==> src/design/alpf_pkg.sv <==
// Shared constants and types for the addressable LED pulse encoder.
`timescale 1ns / 1ps
package alpf_pkg;

   localparam int BYTES_PER_PIXEL_DEF = 3;
   localparam int BITS_PER_BYTE       = 8;
   localparam int TIME_W              = 16;
   localparam int LATCH_W             = 20;
   localparam int CSR_IDX_W           = 3;
   localparam int CSR_DATA_W          = 20;
   localparam int RSP_DATA_W          = 40;
   localparam int QUEUE_DEPTH         = 2;

   localparam logic [TIME_W-1:0]  ZERO_HIGH_RST = 16'd350;
   localparam logic [TIME_W-1:0]  ZERO_LOW_RST  = 16'd900;
   localparam logic [TIME_W-1:0]  ONE_HIGH_RST  = 16'd900;
   localparam logic [TIME_W-1:0]  ONE_LOW_RST   = 16'd350;
   localparam logic [LATCH_W-1:0] LATCH_RST     = 20'd50000;

   localparam logic [CSR_IDX_W-1:0] CSR_ZERO_HIGH = 3'd0;
   localparam logic [CSR_IDX_W-1:0] CSR_ZERO_LOW  = 3'd1;
   localparam logic [CSR_IDX_W-1:0] CSR_ONE_HIGH  = 3'd2;
   localparam logic [CSR_IDX_W-1:0] CSR_ONE_LOW   = 3'd3;
   localparam logic [CSR_IDX_W-1:0] CSR_LATCH     = 3'd4;

   typedef struct packed {
      logic has_pixel;
      logic has_latch;
   } job_flags_type;

   typedef enum logic [1:0] {
      BK_IDLE,
      BK_BITS,
      BK_LATCH
   } back_state_type;

endpackage

==> src/design/alpf_front.sv <==
// Front end: gathers colour bytes into pixels and queues pixel and latch jobs.
`timescale 1ns / 1ps
module alpf_front #(
   parameter int BYTES_PER_PIXEL = alpf_pkg::BYTES_PER_PIXEL_DEF,
   parameter int PIX_BITS        = BYTES_PER_PIXEL * alpf_pkg::BITS_PER_BYTE
) (
   input  logic                          clock,
   input  logic                          reset,
   input  logic                          req_tvalid,
   output logic                          req_tready,
   input  logic [alpf_pkg::BITS_PER_BYTE-1:0] req_tdata,
   input  logic                          req_tlast,
   input  logic                          q_full,
   output logic                          push,
   output logic [PIX_BITS-1:0]           push_pixel,
   output alpf_pkg::job_flags_type       push_flags
);
   import alpf_pkg::*;

   localparam int CNT_W     = $clog2(BYTES_PER_PIXEL);
   localparam int HOLD_BITS = PIX_BITS - BITS_PER_BYTE;

   logic [CNT_W-1:0]     count_ff, count_in;
   logic [HOLD_BITS-1:0] hold_ff, hold_in;
   logic                 accept;
   logic                 complete;

   assign req_tready = !q_full;
   assign accept     = req_tvalid && !q_full;
   assign complete   = (count_ff == CNT_W'(BYTES_PER_PIXEL - 1));

   always_comb begin
      count_in = count_ff;
      hold_in  = hold_ff;
      if (accept) begin
         hold_in = {hold_ff[HOLD_BITS-BITS_PER_BYTE-1:0], req_tdata};
         if (complete || req_tlast) begin
            count_in = '0;
         end else begin
            count_in = count_ff + CNT_W'(1);
         end
      end
   end

   assign push                 = accept && (complete || req_tlast);
   assign push_pixel           = {hold_ff, req_tdata};
   assign push_flags.has_pixel = complete;
   assign push_flags.has_latch = req_tlast;

   always_ff @(posedge clock) begin
      if (reset) begin
         count_ff <= '0;
      end else begin
         count_ff <= count_in;
      end
   end

   always_ff @(posedge clock) begin
      hold_ff <= hold_in;
   end

endmodule

==> src/design/alpf_queue.sv <==
// Short job queue between the front end and the pulse sequencer.
`timescale 1ns / 1ps
module alpf_queue #(
   parameter int PIX_BITS = alpf_pkg::BYTES_PER_PIXEL_DEF * alpf_pkg::BITS_PER_BYTE
) (
   input  logic                    clock,
   input  logic                    reset,
   input  logic                    push,
   input  logic [PIX_BITS-1:0]     push_pixel,
   input  alpf_pkg::job_flags_type push_flags,
   input  logic                    pop,
   output logic                    full,
   output logic                    empty,
   output logic [PIX_BITS-1:0]     head_pixel,
   output alpf_pkg::job_flags_type head_flags
);
   import alpf_pkg::*;

   localparam int PTR_W = $clog2(QUEUE_DEPTH);
   localparam int CNT_W = $clog2(QUEUE_DEPTH + 1);

   logic [PIX_BITS-1:0] pixel_ff [QUEUE_DEPTH];
   job_flags_type       flags_ff [QUEUE_DEPTH];
   logic [PTR_W-1:0]    wr_ptr_ff, wr_ptr_in;
   logic [PTR_W-1:0]    rd_ptr_ff, rd_ptr_in;
   logic [CNT_W-1:0]    cnt_ff, cnt_in;
   logic                do_push, do_pop;

   assign full       = (cnt_ff == CNT_W'(QUEUE_DEPTH));
   assign empty      = (cnt_ff == '0);
   assign do_push    = push && !full;
   assign do_pop     = pop && !empty;
   assign head_pixel = pixel_ff[rd_ptr_ff];
   assign head_flags = flags_ff[rd_ptr_ff];

   always_comb begin
      wr_ptr_in = wr_ptr_ff;
      rd_ptr_in = rd_ptr_ff;
      cnt_in    = cnt_ff;
      if (do_push) begin
         wr_ptr_in = (wr_ptr_ff == PTR_W'(QUEUE_DEPTH - 1)) ? '0 : wr_ptr_ff + PTR_W'(1);
      end
      if (do_pop) begin
         rd_ptr_in = (rd_ptr_ff == PTR_W'(QUEUE_DEPTH - 1)) ? '0 : rd_ptr_ff + PTR_W'(1);
      end
      if (do_push && !do_pop) begin
         cnt_in = cnt_ff + CNT_W'(1);
      end else if (do_pop && !do_push) begin
         cnt_in = cnt_ff - CNT_W'(1);
      end
   end

   always_ff @(posedge clock) begin
      if (reset) begin
         wr_ptr_ff <= '0;
         rd_ptr_ff <= '0;
         cnt_ff    <= '0;
      end else begin
         wr_ptr_ff <= wr_ptr_in;
         rd_ptr_ff <= rd_ptr_in;
         cnt_ff    <= cnt_in;
      end
   end

   always_ff @(posedge clock) begin
      if (do_push) begin
         pixel_ff[wr_ptr_ff] <= push_pixel;
         flags_ff[wr_ptr_ff] <= push_flags;
      end
   end

endmodule

==> src/design/alpf_back.sv <==
// Pulse sequencer: timing registers and one descriptor beat per pixel bit, then a latch beat if the job has one.
`timescale 1ns / 1ps
module alpf_back #(
   parameter int PIX_BITS = alpf_pkg::BYTES_PER_PIXEL_DEF * alpf_pkg::BITS_PER_BYTE
) (
   input  logic                              clock,
   input  logic                              reset,
   input  logic                              csr_we,
   input  logic [alpf_pkg::CSR_IDX_W-1:0]    csr_index,
   input  logic [alpf_pkg::CSR_DATA_W-1:0]   csr_wdata,
   input  logic                              empty,
   input  logic [PIX_BITS-1:0]               head_pixel,
   input  alpf_pkg::job_flags_type           head_flags,
   output logic                              pop,
   output logic                              rsp_tvalid,
   input  logic                              rsp_tready,
   output logic [alpf_pkg::TIME_W-1:0]       rsp_high,
   output logic [alpf_pkg::LATCH_W-1:0]      rsp_low,
   output logic                              rsp_bit,
   output logic                              rsp_latch,
   output logic                              rsp_last
);
   import alpf_pkg::*;

   localparam int LEFT_W = $clog2(PIX_BITS);

   logic [TIME_W-1:0]   zero_high_ff, zero_low_ff, one_high_ff, one_low_ff;
   logic [LATCH_W-1:0]  latch_ff;

   back_state_type      state_ff, state_in;
   logic [PIX_BITS-1:0] shift_ff, shift_in;
   logic [LEFT_W-1:0]   left_ff, left_in;
   logic                latch_pend_ff, latch_pend_in;
   logic                valid_ff, valid_in;
   logic [TIME_W-1:0]   high_ff, high_in;
   logic [LATCH_W-1:0]  low_ff, low_in;
   logic                bit_ff, bit_in;
   logic                islatch_ff, islatch_in;
   logic                last_ff, last_in;
   logic                slot_free;
   logic                cur_bit;

   assign slot_free = !valid_ff || rsp_tready;
   assign cur_bit   = shift_ff[PIX_BITS-1];

   always_comb begin
      state_in      = state_ff;
      shift_in      = shift_ff;
      left_in       = left_ff;
      latch_pend_in = latch_pend_ff;
      valid_in      = valid_ff && !rsp_tready;
      high_in       = high_ff;
      low_in        = low_ff;
      bit_in        = bit_ff;
      islatch_in    = islatch_ff;
      last_in       = last_ff;
      pop           = 1'b0;
      case (state_ff)
         BK_IDLE: begin
            if (!empty) begin
               pop           = 1'b1;
               shift_in      = head_pixel;
               left_in       = LEFT_W'(PIX_BITS - 1);
               latch_pend_in = head_flags.has_latch;
               state_in      = head_flags.has_pixel ? BK_BITS : BK_LATCH;
            end
         end
         BK_BITS: begin
            if (slot_free) begin
               valid_in   = 1'b1;
               bit_in     = cur_bit;
               high_in    = cur_bit ? one_high_ff : zero_high_ff;
               low_in     = LATCH_W'(cur_bit ? one_low_ff : zero_low_ff);
               islatch_in = 1'b0;
               last_in    = (left_ff == '0) && !latch_pend_ff;
               shift_in   = {shift_ff[PIX_BITS-2:0], 1'b0};
               left_in    = left_ff - LEFT_W'(1);
               if (left_ff == '0) begin
                  state_in = latch_pend_ff ? BK_LATCH : BK_IDLE;
               end
            end
         end
         BK_LATCH: begin
            if (slot_free) begin
               valid_in   = 1'b1;
               bit_in     = 1'b0;
               high_in    = '0;
               low_in     = latch_ff;
               islatch_in = 1'b1;
               last_in    = 1'b1;
               state_in   = BK_IDLE;
            end
         end
         default: begin
            state_in = BK_IDLE;
         end
      endcase
   end

   always_ff @(posedge clock) begin
      if (reset) begin
         state_ff <= BK_IDLE;
         valid_ff <= 1'b0;
      end else begin
         state_ff <= state_in;
         valid_ff <= valid_in;
      end
   end

   always_ff @(posedge clock) begin
      shift_ff      <= shift_in;
      left_ff       <= left_in;
      latch_pend_ff <= latch_pend_in;
      high_ff       <= high_in;
      low_ff        <= low_in;
      bit_ff        <= bit_in;
      islatch_ff    <= islatch_in;
      last_ff       <= last_in;
   end

   always_ff @(posedge clock) begin
      if (reset) begin
         zero_high_ff <= ZERO_HIGH_RST;
         zero_low_ff  <= ZERO_LOW_RST;
         one_high_ff  <= ONE_HIGH_RST;
         one_low_ff   <= ONE_LOW_RST;
         latch_ff     <= LATCH_RST;
      end else if (csr_we) begin
         case (csr_index)
            CSR_ZERO_HIGH: zero_high_ff <= csr_wdata[TIME_W-1:0];
            CSR_ZERO_LOW:  zero_low_ff  <= csr_wdata[TIME_W-1:0];
            CSR_ONE_HIGH:  one_high_ff  <= csr_wdata[TIME_W-1:0];
            CSR_ONE_LOW:   one_low_ff   <= csr_wdata[TIME_W-1:0];
            CSR_LATCH:     latch_ff     <= csr_wdata[LATCH_W-1:0];
            default: begin
            end
         endcase
      end
   end

   assign rsp_tvalid = valid_ff;
   assign rsp_high   = high_ff;
   assign rsp_low    = low_ff;
   assign rsp_bit    = bit_ff;
   assign rsp_latch  = islatch_ff;
   assign rsp_last   = last_ff;

endmodule

==> src/design/addressable_led_pulse_encoder_unit.sv <==
// Top level of the addressable LED pulse encoder.
//
//  channel | dir | handshake            | payload
//  req     | in  | req_tvalid/tready    | tdata: data_byte; tlast: last_byte
//  rsp     | out | rsp_tvalid/tready    | tdata: high_time, low_time, bit_value;
//          |     |                      | tuser: is_latch; tlast: end_of_run
//  csr     | in  | csr_we               | csr_index, csr_wdata
//
// A byte that does not finish a pixel is taken whenever the job queue is not full.
// A finished pixel leaves the sequencer as one beat per bit (24 at three bytes
// a pixel), then a latch beat at packet end; the sequencer sets the rate.
// A two-entry job queue lets the front keep taking bytes while pulses go out.
// Reset is synchronous; no clearing pass.
// rsp stalls hold the output beat; req_tready drops only when the queue is full.
`timescale 1ns / 1ps
module addressable_led_pulse_encoder_unit #(
   parameter int BYTES_PER_PIXEL = alpf_pkg::BYTES_PER_PIXEL_DEF
) (
   input  logic                               clock,
   input  logic                               reset,
   input  logic                               req_tvalid,
   output logic                               req_tready,
   input  logic [alpf_pkg::BITS_PER_BYTE-1:0] req_tdata,  // data_byte
   input  logic                               req_tlast,
   output logic                               rsp_tvalid,
   input  logic                               rsp_tready,
   output logic [alpf_pkg::RSP_DATA_W-1:0]    rsp_tdata,  // high_time, low_time, bit_value
   output logic                               rsp_tuser,  // is_latch
   output logic                               rsp_tlast,
   input  logic                               csr_we,
   input  logic [alpf_pkg::CSR_IDX_W-1:0]     csr_index,
   input  logic [alpf_pkg::CSR_DATA_W-1:0]    csr_wdata
);
   import alpf_pkg::*;

   localparam int PIX_BITS = BYTES_PER_PIXEL * BITS_PER_BYTE;
   localparam int PAD_W    = RSP_DATA_W - TIME_W - LATCH_W - 1;

   logic                push;
   logic [PIX_BITS-1:0] push_pixel;
   job_flags_type       push_flags;
   logic                q_full, q_empty, pop;
   logic [PIX_BITS-1:0] head_pixel;
   job_flags_type       head_flags;
   logic [TIME_W-1:0]   rsp_high;
   logic [LATCH_W-1:0]  rsp_low;
   logic                rsp_bit;

   alpf_front #(
      .BYTES_PER_PIXEL(BYTES_PER_PIXEL),
      .PIX_BITS       (PIX_BITS)
   ) u_front (
      .clock     (clock),
      .reset     (reset),
      .req_tvalid(req_tvalid),
      .req_tready(req_tready),
      .req_tdata (req_tdata),
      .req_tlast (req_tlast),
      .q_full    (q_full),
      .push      (push),
      .push_pixel(push_pixel),
      .push_flags(push_flags)
   );

   alpf_queue #(
      .PIX_BITS(PIX_BITS)
   ) u_queue (
      .clock     (clock),
      .reset     (reset),
      .push      (push),
      .push_pixel(push_pixel),
      .push_flags(push_flags),
      .pop       (pop),
      .full      (q_full),
      .empty     (q_empty),
      .head_pixel(head_pixel),
      .head_flags(head_flags)
   );

   alpf_back #(
      .PIX_BITS(PIX_BITS)
   ) u_back (
      .clock     (clock),
      .reset     (reset),
      .csr_we    (csr_we),
      .csr_index (csr_index),
      .csr_wdata (csr_wdata),
      .empty     (q_empty),
      .head_pixel(head_pixel),
      .head_flags(head_flags),
      .pop       (pop),
      .rsp_tvalid(rsp_tvalid),
      .rsp_tready(rsp_tready),
      .rsp_high  (rsp_high),
      .rsp_low   (rsp_low),
      .rsp_bit   (rsp_bit),
      .rsp_latch (rsp_tuser),
      .rsp_last  (rsp_tlast)
   );

   assign rsp_tdata = {{PAD_W{1'b0}}, rsp_bit, rsp_low, rsp_high};

endmodule

==> config.mk <==
export PLATFORM = sky130hd
export DESIGN_NAME = addressable_led_pulse_encoder_unit
export DESIGN_NICKNAME = d
export VERILOG_FILES = /design/src/design/alpf_pkg.sv /design/src/design/alpf_front.sv /design/src/design/alpf_queue.sv /design/src/design/alpf_back.sv /design/src/design/addressable_led_pulse_encoder_unit.sv
export SDC_FILE = /design/constraint.sdc
export NUM_CORES = 1
export LEC_CHECK = 0
export BUFFER_PORTS_ARGS = -buffer_cell sky130_fd_sc_hd__buf_2
export CORE_MARGIN = 1.5
export CORE_UTILIZATION = 45
export DETAILED_ROUTE_END_ITERATION = 10
export GPL_TIMING_DRIVEN = 0
export PLACE_DENSITY = 0.71
export SKIP_CTS_REPAIR_TIMING = 1
export SLEW_MARGIN = 20
export SYNTH_ARGS = -nofsm -noshare
export SYNTH_HDL_FRONTEND = slang
export SYNTH_SLANG_ARGS = --single-unit
==> constraint.sdc <==
create_clock -name clock -period 6.6 [get_ports clock]
set_input_delay 0.66 -clock clock [delete_from_list [all_inputs] [get_ports clock]]
set_output_delay 0.66 -clock clock [all_outputs]
set_load 0.01 [all_outputs]
# --- Yosys cells after proc, flatten, opt, wreduce, memory -nomap -nowiden ---
# Memories as Yosys holds them, arrays and structs flattened. A register that Yosys moved wholly into a read port is not among the register bits.
# Cells that the tools add are included.
totals:
  register_bits: 178
  latchBits: 0
  ramBits: 52
  romBits: 0
  in_bits: 37
  out_inout_bits: 44
  word_cells: 118
  memories: 2
classes:
  n_addsub: 6
  n_mul: 0
  n_div: 0
  order_cmp: 0
  n_eq_ne: 12
  shift: 0
  muxes: 43
  bitwise_logic: 1
  reduce_logical: 34
memory_table:
  columns: ["name", "depth", "word_bits", "read_ports", "rd_ports_with_merged_regs", "write_ports", "line_no", "source"]
  rows:
  - ["u_queue.pixel_ff", 2, 24, 1, 1, 1, "alpf_queue.sv:22", "logic [PIX_BITS-1:0] pixel_ff [QUEUE_DEPTH];"]
  - ["u_queue.flags_ff", 2, 2, 1, 1, 1, "alpf_queue.sv:23", "job_flags_type flags_ff [QUEUE_DEPTH];"]
op_table:
  columns: ["operator", "count"]
  rows:
  - ["$mux 16", 4]
  - ["$mux 24", 2]
  - ["$pmux 24 s2", 1]
  - ["$mux 20", 2]
  - ["$pmux 20 s2", 1]
  - ["$pmux 16 s2", 1]
  - ["$mux 2", 9]
  - ["$mux 1", 16]
  - ["$reduce_and 2->1", 6]
  - ["$mux 5", 2]
  - ["$pmux 5 s2", 1]
  - ["$logic_and 1x1->1", 8]
  - ["$logic_not 1->1", 7]
  - ["$eq 2x2->1 const B", 3]
  - ["$eq 3x2->1 const B", 2]
  - ["$ne 2x1->1 const B", 3]
  - ["$pmux 1 s2", 3]
  - ["$pmux 2 s3", 1]
  - ["$reduce_and 3->1", 2]
  - ["$reduce_bool 2->1", 3]
  - ["$logic_not 5->1", 1]
  - ["$sub 5x1->5 const B", 1]
  - ["$add 2x1->2 const B", 2]
  - ["$logic_not 2->1", 2]
  - ["11 further kinds", 13]

# --- Logic depth before layout (Yosys ltp) ---
# Gate-level depths: netlist (run 1).
logic_depth:
  word_depth: 9
  ltp_mapped: 9
  mapped_depth_nobuf: 9

# --- By module ---
# A second synthesis (run 1) with hierarchy kept.
hier_totals:
  hier_cells: 761
  area_unflattened_um2: 9138.8
by_module_without_submodules:
  columns: ["module", "instances", "cells_each", "area_per_inst_um2", "seq_area_each_um2"]
  rows:
  - ["alpf_back", 1, 611, 6316.1, 3813.7]
  - ["alpf_queue", 1, 106, 2092.0, 1661.6]
  - ["alpf_front", 1, 39, 696.9, 520.5]
  - ["addressable_led_pulse_encoder_unit", 1, 5, 33.8, 0.0]

# --- Worst setup path after synthesis (run 1) ---
# OpenSTA, ideal clock, no wires.
synth_timing:
  kind: "reg2reg"
  startpoint: "reg u_back.state_ff[0]"
  endpoint: "reg u_back.bit_ff, in the netlist u_back.rsp_bit, enable pin"
  setup_ns: 0.495
  t_arrival_ns: 3.909
  required_time_ns: 6.105
  setup_slack_ns: 2.196
  path_stages_with_launch: 6
  path_buffers: 1
  period_less_slack_ns: 4.404
  path_cell_list: "dfxtp_1 -> inv_1 -> ha_1 -> clkbuf_1 -> or2_1 -> a21boi_0"
synth_between:
  elab_chain_len: 3
  word_cells_on_any_way: 6
  cone_classes: "4 x eq/ne; 2 x reduce/logical"
synth_lines:
  columns: ["item", "line_no", "source"]
  rows:
  - ["start, declared", "alpf_back.sv:30", "back_state_type state_ff, state_in;"]
  - ["start signal, assigned", "alpf_back.sv:105", "state_ff <= state_in;"]
  - ["$eq 2x2->1 / $eq 2x1->1 (equally long branches)", "alpf_back.sv:58", "case (state_ff)"]
  - ["$ne 2x1->1 (no source line) / $reduce_bool 2->1 (equally long branches)", null, null]
  - ["$reduce_and 3->1 (no source line) (*)", null, null]
  - ["end signal, assigned", "alpf_back.sv:116", "bit_ff <= bit_in;"]
  - ["end, declared", "alpf_back.sv:37", "logic bit_ff, bit_in;"]
# Every way passes the cells marked *; elsewhere a longest branch is shown, timed or not.
# A chain may end at the register's enable or synchronous reset.

# --- Worst setup path after layout (run 1) ---
layout_timing:
  startpoint: "reg u_back.state_ff[0]"
  endpoint: "reg u_back.low_ff[12], in the netlist u_back.rsp_low[12], enable pin"
layout_between:
  elab_chain_len: 3
  word_cells_on_any_way: 6
  cone_classes: "4 x eq/ne; 2 x reduce/logical"
layout_lines:
  columns: ["item", "line_no", "source"]
  rows:
  - ["$eq 2x2->1 / $eq 2x1->1 (equally long branches)", "alpf_back.sv:58", null]
  - ["$ne 2x1->1 (no source line) / $reduce_bool 2->1 (equally long branches)", null, null]
  - ["$reduce_and 3->1 (no source line) (*)", null, null]
  - ["end signal, assigned", "alpf_back.sv:115", "low_ff <= low_in;"]
  - ["end, declared", "alpf_back.sv:36", "logic [LATCH_W-1:0] low_ff, low_in;"]
# Marks and branches as above.

==> results.tsv, run 1 <==
metric	value	unit
status	completed	
Clock Root Buffer	sky130_fd_sc_hd__clkbuf_16	
number of sinks handled by clock tree synthesis	231	
initial antenna violation count	0	
DRC violations left	0	
synthesized area divided by synthesized cell count	11.52	um2
Max Clock Skew	0.01653	ns
biggest fanout along the worst timing path	24	
wire length of the first global-routing pass	29850	um
Die Height	143.4	um
insertion delay to the later sink of the worst-skew pair	0.51	ns
number of placed I/O pins	81	
worst setup path class	reg2reg	
post-synthesis to final-layout area growth	18.28	%
layout cells sized above 1	16.20	%
pin count of the biggest net entering global routing	27	
worst path bufs/invs	3	
row cnt	51	
final routed wirelength across all metal layers	19400	um
setup repair after global routing missed its margin	false	
number of global-route vias before repair	5572	
most used flip-flop cell after synthesis	sky130_fd_sc_hd__edfxtp_1	
net count reported at finish	920	
share of the core filled with cells in the final layout	54.08	%
Max-Slew Margin vs Limit	45.50	%
leading cell type in the layout, fill and taps excluded	sky130_fd_sc_hd__nand2_1	
async set or reset register ratio after synthesis	0	%
CTS H-tree lvls	1	
amount of wire on met2 after detailed routing	9157	um
number of filler cells placed in the layout	1689	
Max Slew Vio Count	0	
number of flops mapped to enable cells by yosys	137	
initial standard-cell utilization of the core	45.72	%
Fmax	401.3	MHz
Cell Count, Final, Fillers Out	1161	
data arrival time of the critical path	2.70	ns
worst voltage drop across the vdd grid	0.0002000	V
top cells by area in the synthesized netlist	sky130_fd_sc_hd__edfxtp_1 46%, sky130_fd_sc_hd__dfxtp_1 21%, sky130_fd_sc_hd__nand2_1 9.1%	
die boundary width	143.4	um
clock-pin slew on the worst setup and hold paths	0.06	ns
number of iterations in the first detailed-routing pass	5	
endpoint kind of the worst setup timing path	register	
routed wirelength normalized by instance count	16.71	um
total of endpoints with negative setup slack in the final report	0	
drt first-iter violations	395	
path category of the worst min-delay check	in2reg	
Max Buffers Root-to-Sink	3	
count of unique library cells instantiated by Yosys	37	
wl on met1	8853	um
detailed-routed wire length on met3	1053	um
overflow left after global routing	0	
total leakage power	3.938	nW
average via count per standard cell	5.104	
shortest clock period the worst path allows after layout	2.492	ns
FF-to-FF setup slack	4.11	ns
required time reported for the critical path endpoint	6.81	ns
half-perimeter wire length of the detailed placement result	12870	um
Sequential cell area	0.005996	mm2
type of element launching the critical path	register	
# port buffers	76	
number of cells after detailed placement	1116	
uppermost layer routed	met4	
TritonCTS clock tree	built	
Warnings, synthesis	0	
worst-margin pin slew	0.8149	ns
setup tns final	0	ns
Max stage delay on crit path	0.61	ns
most used cells in the layout excluding fill and tap cells	214 x sky130_fd_sc_hd__nand2_1, 137 x sky130_fd_sc_hd__edfxtp_1, 94 x sky130_fd_sc_hd__dfxtp_1	
final cycle utilization of the critical path	37.75	%
routability congestion estimate	0.8651	
post-synthesis sequential area ratio	67.61	%
cell area after technology mapping	0.008869	mm2
CP delay by family, top	buffers and inverters	
total track usage	18.88	%
number of synthesized register bits	231	
remaining antenna violation count	0	
number of endpoints with negative hold slack in the final report	0	
cells traversed along the worst timing path	inv_1, ha_1, clkbuf_1, or2_1, a21boi_4, buf_16	
PwrDens	425.8	mW/mm2
max_cap viols	0	
placeable core region	0.01940	mm2
cells after synthesis	770	
library cell contributing the largest single delay on the critical path	sky130_fd_sc_hd__a21boi_4	
area of the die	0.02056	mm2
count of vias placed by the detailed router	5926	
top cell type by total area after synthesis	sky130_fd_sc_hd__edfxtp_1	
Synth top area share	46.39	%
Multi-input gate area	0.002661	mm2
total clock buffers created by CTS	24	
metrics by stage:
step	hold WS [ns]	cell area (um2)	setup WS, ns	total power [mW]
floorplan	0.4215	8876	2.196	2.728
global placement	0.4234	9588	0.5483	3.079
detailed placement	0.4330	9687	4.110	3.136
CTS	0.3430	10490	4.097	4.508
global route	0.3582	10490	4.003	4.685
finish	0.3622	10490	4.108	4.467
worst register-to-register path, delay by kind of cell, from the launching register on:
family	cells	cell delay, ns
AND/OR/NAND/NOR	1	0.39
buffers and inverters	3	0.62
flip-flops	1	0.36
adder cells (fa/ha/maj)	1	0.21
AO/OA/AOI/OAI	1	0.61
path summary, 6_finish.rpt:
kind                                         start                          endpoint  cells after the start
setup / recovery   u_back.state_ff[0]$_SDFFE_PP0P_      u_back.rsp_low[12]$_DFFE_PP_                      6
hold reg to reg   u_back.latch_ff[18]$_SDFFE_PP0P_  u_back.latch_ff[18]$_SDFFE_PP0P_                      2
setup reg to reg   u_back.state_ff[0]$_SDFFE_PP0P_      u_back.rsp_low[12]$_DFFE_PP_                      6
hold / removal                        req_tdata[5]      u_front.hold_ff[5]$_DFFE_PN_                      1
layout make-up:
class / count / area share [%]
buffer: 50 / 2.111
tap: 265 / 3.161
antenna: 1 / 0.02385
clock buffer: 27 / 6.035
multi-input combinational: 483 / 25.37
sequential: 231 / 57.16
inverter: 8 / 0.2863
clock inverter: 17 / 1.598
timing repair buffer: 79 / 4.258
Yosys cell counts (2+ instances only):
library cell / number
sky130_fd_sc_hd__o21ai_0: 40
sky130_fd_sc_hd__and3b_1: 2
sky130_fd_sc_hd__and3_1: 2
sky130_fd_sc_hd__nand2_1: 214
sky130_fd_sc_hd__nand3b_1: 30
sky130_fd_sc_hd__nor2b_1: 3
sky130_fd_sc_hd__and2_1: 7
sky130_fd_sc_hd__buf_4: 4
sky130_fd_sc_hd__clkbuf_1: 31
sky130_fd_sc_hd__dfxtp_1: 94
sky130_fd_sc_hd__nor2_1: 29
sky130_fd_sc_hd__buf_2: 15
sky130_fd_sc_hd__xor2_1: 5
sky130_fd_sc_hd__mux2i_1: 57
sky130_fd_sc_hd__nor3b_1: 2
sky130_fd_sc_hd__nand3_1: 3
sky130_fd_sc_hd__edfxtp_1: 137
sky130_fd_sc_hd__ha_1: 6
sky130_fd_sc_hd__nand2b_1: 3
sky130_fd_sc_hd__inv_1: 8
sky130_fd_sc_hd__a21oi_1: 62
routing by layer:
| metal | vias to the layer above | global-route usage, % |
|---|---|---|
| li1 | 2860 | - |
| met3 | 31 | 3.099 |
| met2 | 145 | 30.74 |
| met1 | 2890 | 26.34 |
| met4 | 0 | 4.941 |
| met5 | - | 0 |
registers in the layout, indices dropped and copies added, names as in the netlist, 4 cells and up, named ones only:
name	count
u_back.rsp_low	20
u_queue.pixel_ff	48
u_queue.flags_ff	4
u_back.rsp_high	16
u_back.one_low_ff	16
u_back.zero_high_ff	16
u_front.hold_ff	16
u_back.zero_low_ff	16
u_back.latch_ff	20
u_back.shift_ff	24
u_back.one_high_ff	16
u_back.left_ff	5
cells by family (layout without fill, tap and decap cells):
| group | Yosys count | in the layout | share of synthesized area (%) |
|---|---|---|---|
| buffers and inverters | 58 | 181 | 2.836 |
| and+or+nand+nor | 301 | 301 | 14.93 |
| AOI/OAI and AO/OA | 109 | 109 | 6.589 |
| other | 1 | 4 | 0.04228 |
| DFF | 231 | 231 | 67.61 |
| muxes | 58 | 58 | 6.560 |
| xor gates and xnor gates | 6 | 6 | 0.5925 |
| adders and majority gates | 6 | 6 | 0.8465 |
power by group:
part,internal [mW],leakage [nW],switching [mW]
Sequential,1.96,2.05,0.0958
Combinational,0.379,1.49,0.680
Clock,0.811,0.402,0.546
Total,3.15,3.94,1.32
(Power assumes the default switching activity.)
==> run 2, diff against run 1 <==
clock period = 2.6 ns   (was 6.6 ns; I/O delays follow)
==> results.tsv, run 2 (synthesis results as in run 1) <==
metric	value	unit
clock-pin slew on the worst setup and hold paths	0.06	ns
row cnt	51	
Max-Slew Margin vs Limit	48.27	%
initial standard-cell utilization of the core	45.72	%
critical register-to-register path endpoint	u_back.rsp_low[14]$_DFFE_PP_	
cell count of the worst reg-to-reg path	5	
status	finished, violations left	
layout cells sized above 1	15.70	%
most used cells in the layout excluding fill and tap cells	214 x sky130_fd_sc_hd__nand2_1, 137 x sky130_fd_sc_hd__edfxtp_1, 94 x sky130_fd_sc_hd__dfxtp_1	
wire length of the first global-routing pass	30190	um
worst setup path class	reg2reg	
# port buffers	76	
post-synthesis to final-layout area growth	19.40	%
required time reported for the critical path endpoint	2.80	ns
half-perimeter wire length of the detailed placement result	12660	um
insertion delay to the later sink of the worst-skew pair	0.52	ns
CTS H-tree lvls	1	
setup repair after global routing missed its margin	false	
number of placed I/O pins	81	
final routed wirelength across all metal layers	19290	um
final cycle utilization of the critical path	80.47	%
drt first-iter violations	462	
count of vias placed by the detailed router	5979	
share of the core filled with cells in the final layout	54.59	%
Max Slew Vio Count	0	
total track usage	18.90	%
biggest fanout along the worst timing path	10	
shortest clock period the worst path allows after layout	2.092	ns
Max Buffers Root-to-Sink	3	
Fmax	477.9	MHz
beginning of the worst register-to-register path	u_back.state_ff[0]$_SDFFE_PP0P_	
largest registers ranked by flip-flop count	u_queue.pixel_ff: 48 flops, u_back.shift_ff: 24 flops	
Sequential cell area	0.005996	mm2
critical path endpoint	u_back.rsp_low[14]$_DFFE_PP_	
Die Height	143.4	um
max_cap viols	0	
FF-to-FF setup slack	0.51	ns
TritonCTS clock tree	built	
leading cell type in the layout, fill and taps excluded	sky130_fd_sc_hd__nand2_1	
pin count of the biggest net entering global routing	27	
Largest register FFs	48	
Multi-input gate area	0.002661	mm2
violated checks	negative hold slack	
worst-margin pin slew	0.7751	ns
type of element launching the critical path	register	
path category of the worst min-delay check	in2reg	
area of the die	0.02056	mm2
number of endpoints with negative hold slack in the final report	1	
total leakage power	3.972	nW
total of endpoints with negative setup slack in the final report	0	
number of global-route vias before repair	5873	
Hold WS	-0.005024	ns
Diodes inserted	0	
initial antenna violation count	0	
placeable core region	0.01940	mm2
Clock Root Buffer	sky130_fd_sc_hd__clkbuf_16	
Max Clock Skew	0.02358	ns
routability congestion estimate	0.7853	
data arrival time of the critical path	2.29	ns
number of iterations in the first detailed-routing pass	5	
PwrDens	1058	mW/mm2
number of filler cells placed in the layout	1680	
remaining antenna violation count	0	
DRC violations left	0	
worst voltage drop across the vdd grid	0.0006995	V
overflow left after global routing	0	
routed wirelength normalized by instance count	16.40	um
average via count per standard cell	5.084	
Setup crit start	u_back.state_ff[0]$_SDFFE_PP0P_	
post-layout total power	11.21	mW
endpoint kind of the worst setup timing path	register	
die boundary width	143.4	um
Biggest register	u_queue.pixel_ff	
number of sinks handled by clock tree synthesis	231	
net count reported at finish	936	
total clock buffers created by CTS	24	
## run 2: worst max-delay path, cell delays in order (launching register included)
cell	delay, ns
sky130_fd_sc_hd__dfxtp_1	0.33
sky130_fd_sc_hd__inv_1	0.08
sky130_fd_sc_hd__ha_1	0.16
sky130_fd_sc_hd__clkbuf_1	0.41
sky130_fd_sc_hd__clkbuf_1	0.49
sky130_fd_sc_hd__o21ai_0	0.28
## run 2: area by class of cell
cell class	instances	share of cell area, %
clock buffers	32	6.144
repair buffers	95	5.944
flip-flops and latches	231	56.62
multi-input cells	483	25.13
well taps	265	3.131
clock inverters	12	0.6499
inverters	8	0.2836
plain buffers	50	2.091
## run 2: routing by layer
layer	wire (um)	vias to the layer above	track usage, %
met2	8770	209	30.62
met1	8808	2837	26.03
met5	0	-	0
met3	1222	37	2.999
li1	-	2896	-
met4	489	0	6.176
## run 2: metrics by stage
step,std cells,instance area (um2),hold slack [ns],setup TNS [ns],setup WS (ns)
finish,1176,10590,-0.005024,0,0.5077
global route,1176,10590,0.006313,0,0.3635
floorplan,772,8885,0.3589,0,0.05742
detailed placement,1117,9702,0.4338,0,0.1489
global placement,1113,9597,0.4230,-56.14,-0.7046
CTS,1161,10420,-0.08523,0,0.1105
## run 2: report_power, final
part	switching, mW	internal (mW)
sequential	0.241	4.96
clock	1.36	1.76
combinational	1.76	1.11
## run 2: worst min path at each step
| stage | from | endpoint | slack (ns) | depth (start not counted) |
|---|---|---|---|---|
| 2_1_floorplan | req_tdata[0] | u_front.hold_ff[0]$_DFFE_PN_ | 0.36 | 0 |
| 3_3_place_gp | u_front.hold_ff[11]$_DFFE_PN_ | u_queue.pixel_ff[0][19]$_DFFE_PP_ | 0.42 | 0 |
| 3_5_place_dp | u_front.hold_ff[11]$_DFFE_PN_ | u_queue.pixel_ff[0][19]$_DFFE_PP_ | 0.43 | 0 |
| 4_1_cts | req_tdata[6] | u_queue.pixel_ff[1][6]$_DFFE_PP_ | -0.09 | 1 |
| 5_1_grt | csr_wdata[18] | u_back.latch_ff[18]$_SDFFE_PP0P_ | 0.006 | 3 |
| 6_report | csr_wdata[18] | u_back.latch_ff[18]$_SDFFE_PP0P_ | -0.005 | 3 |
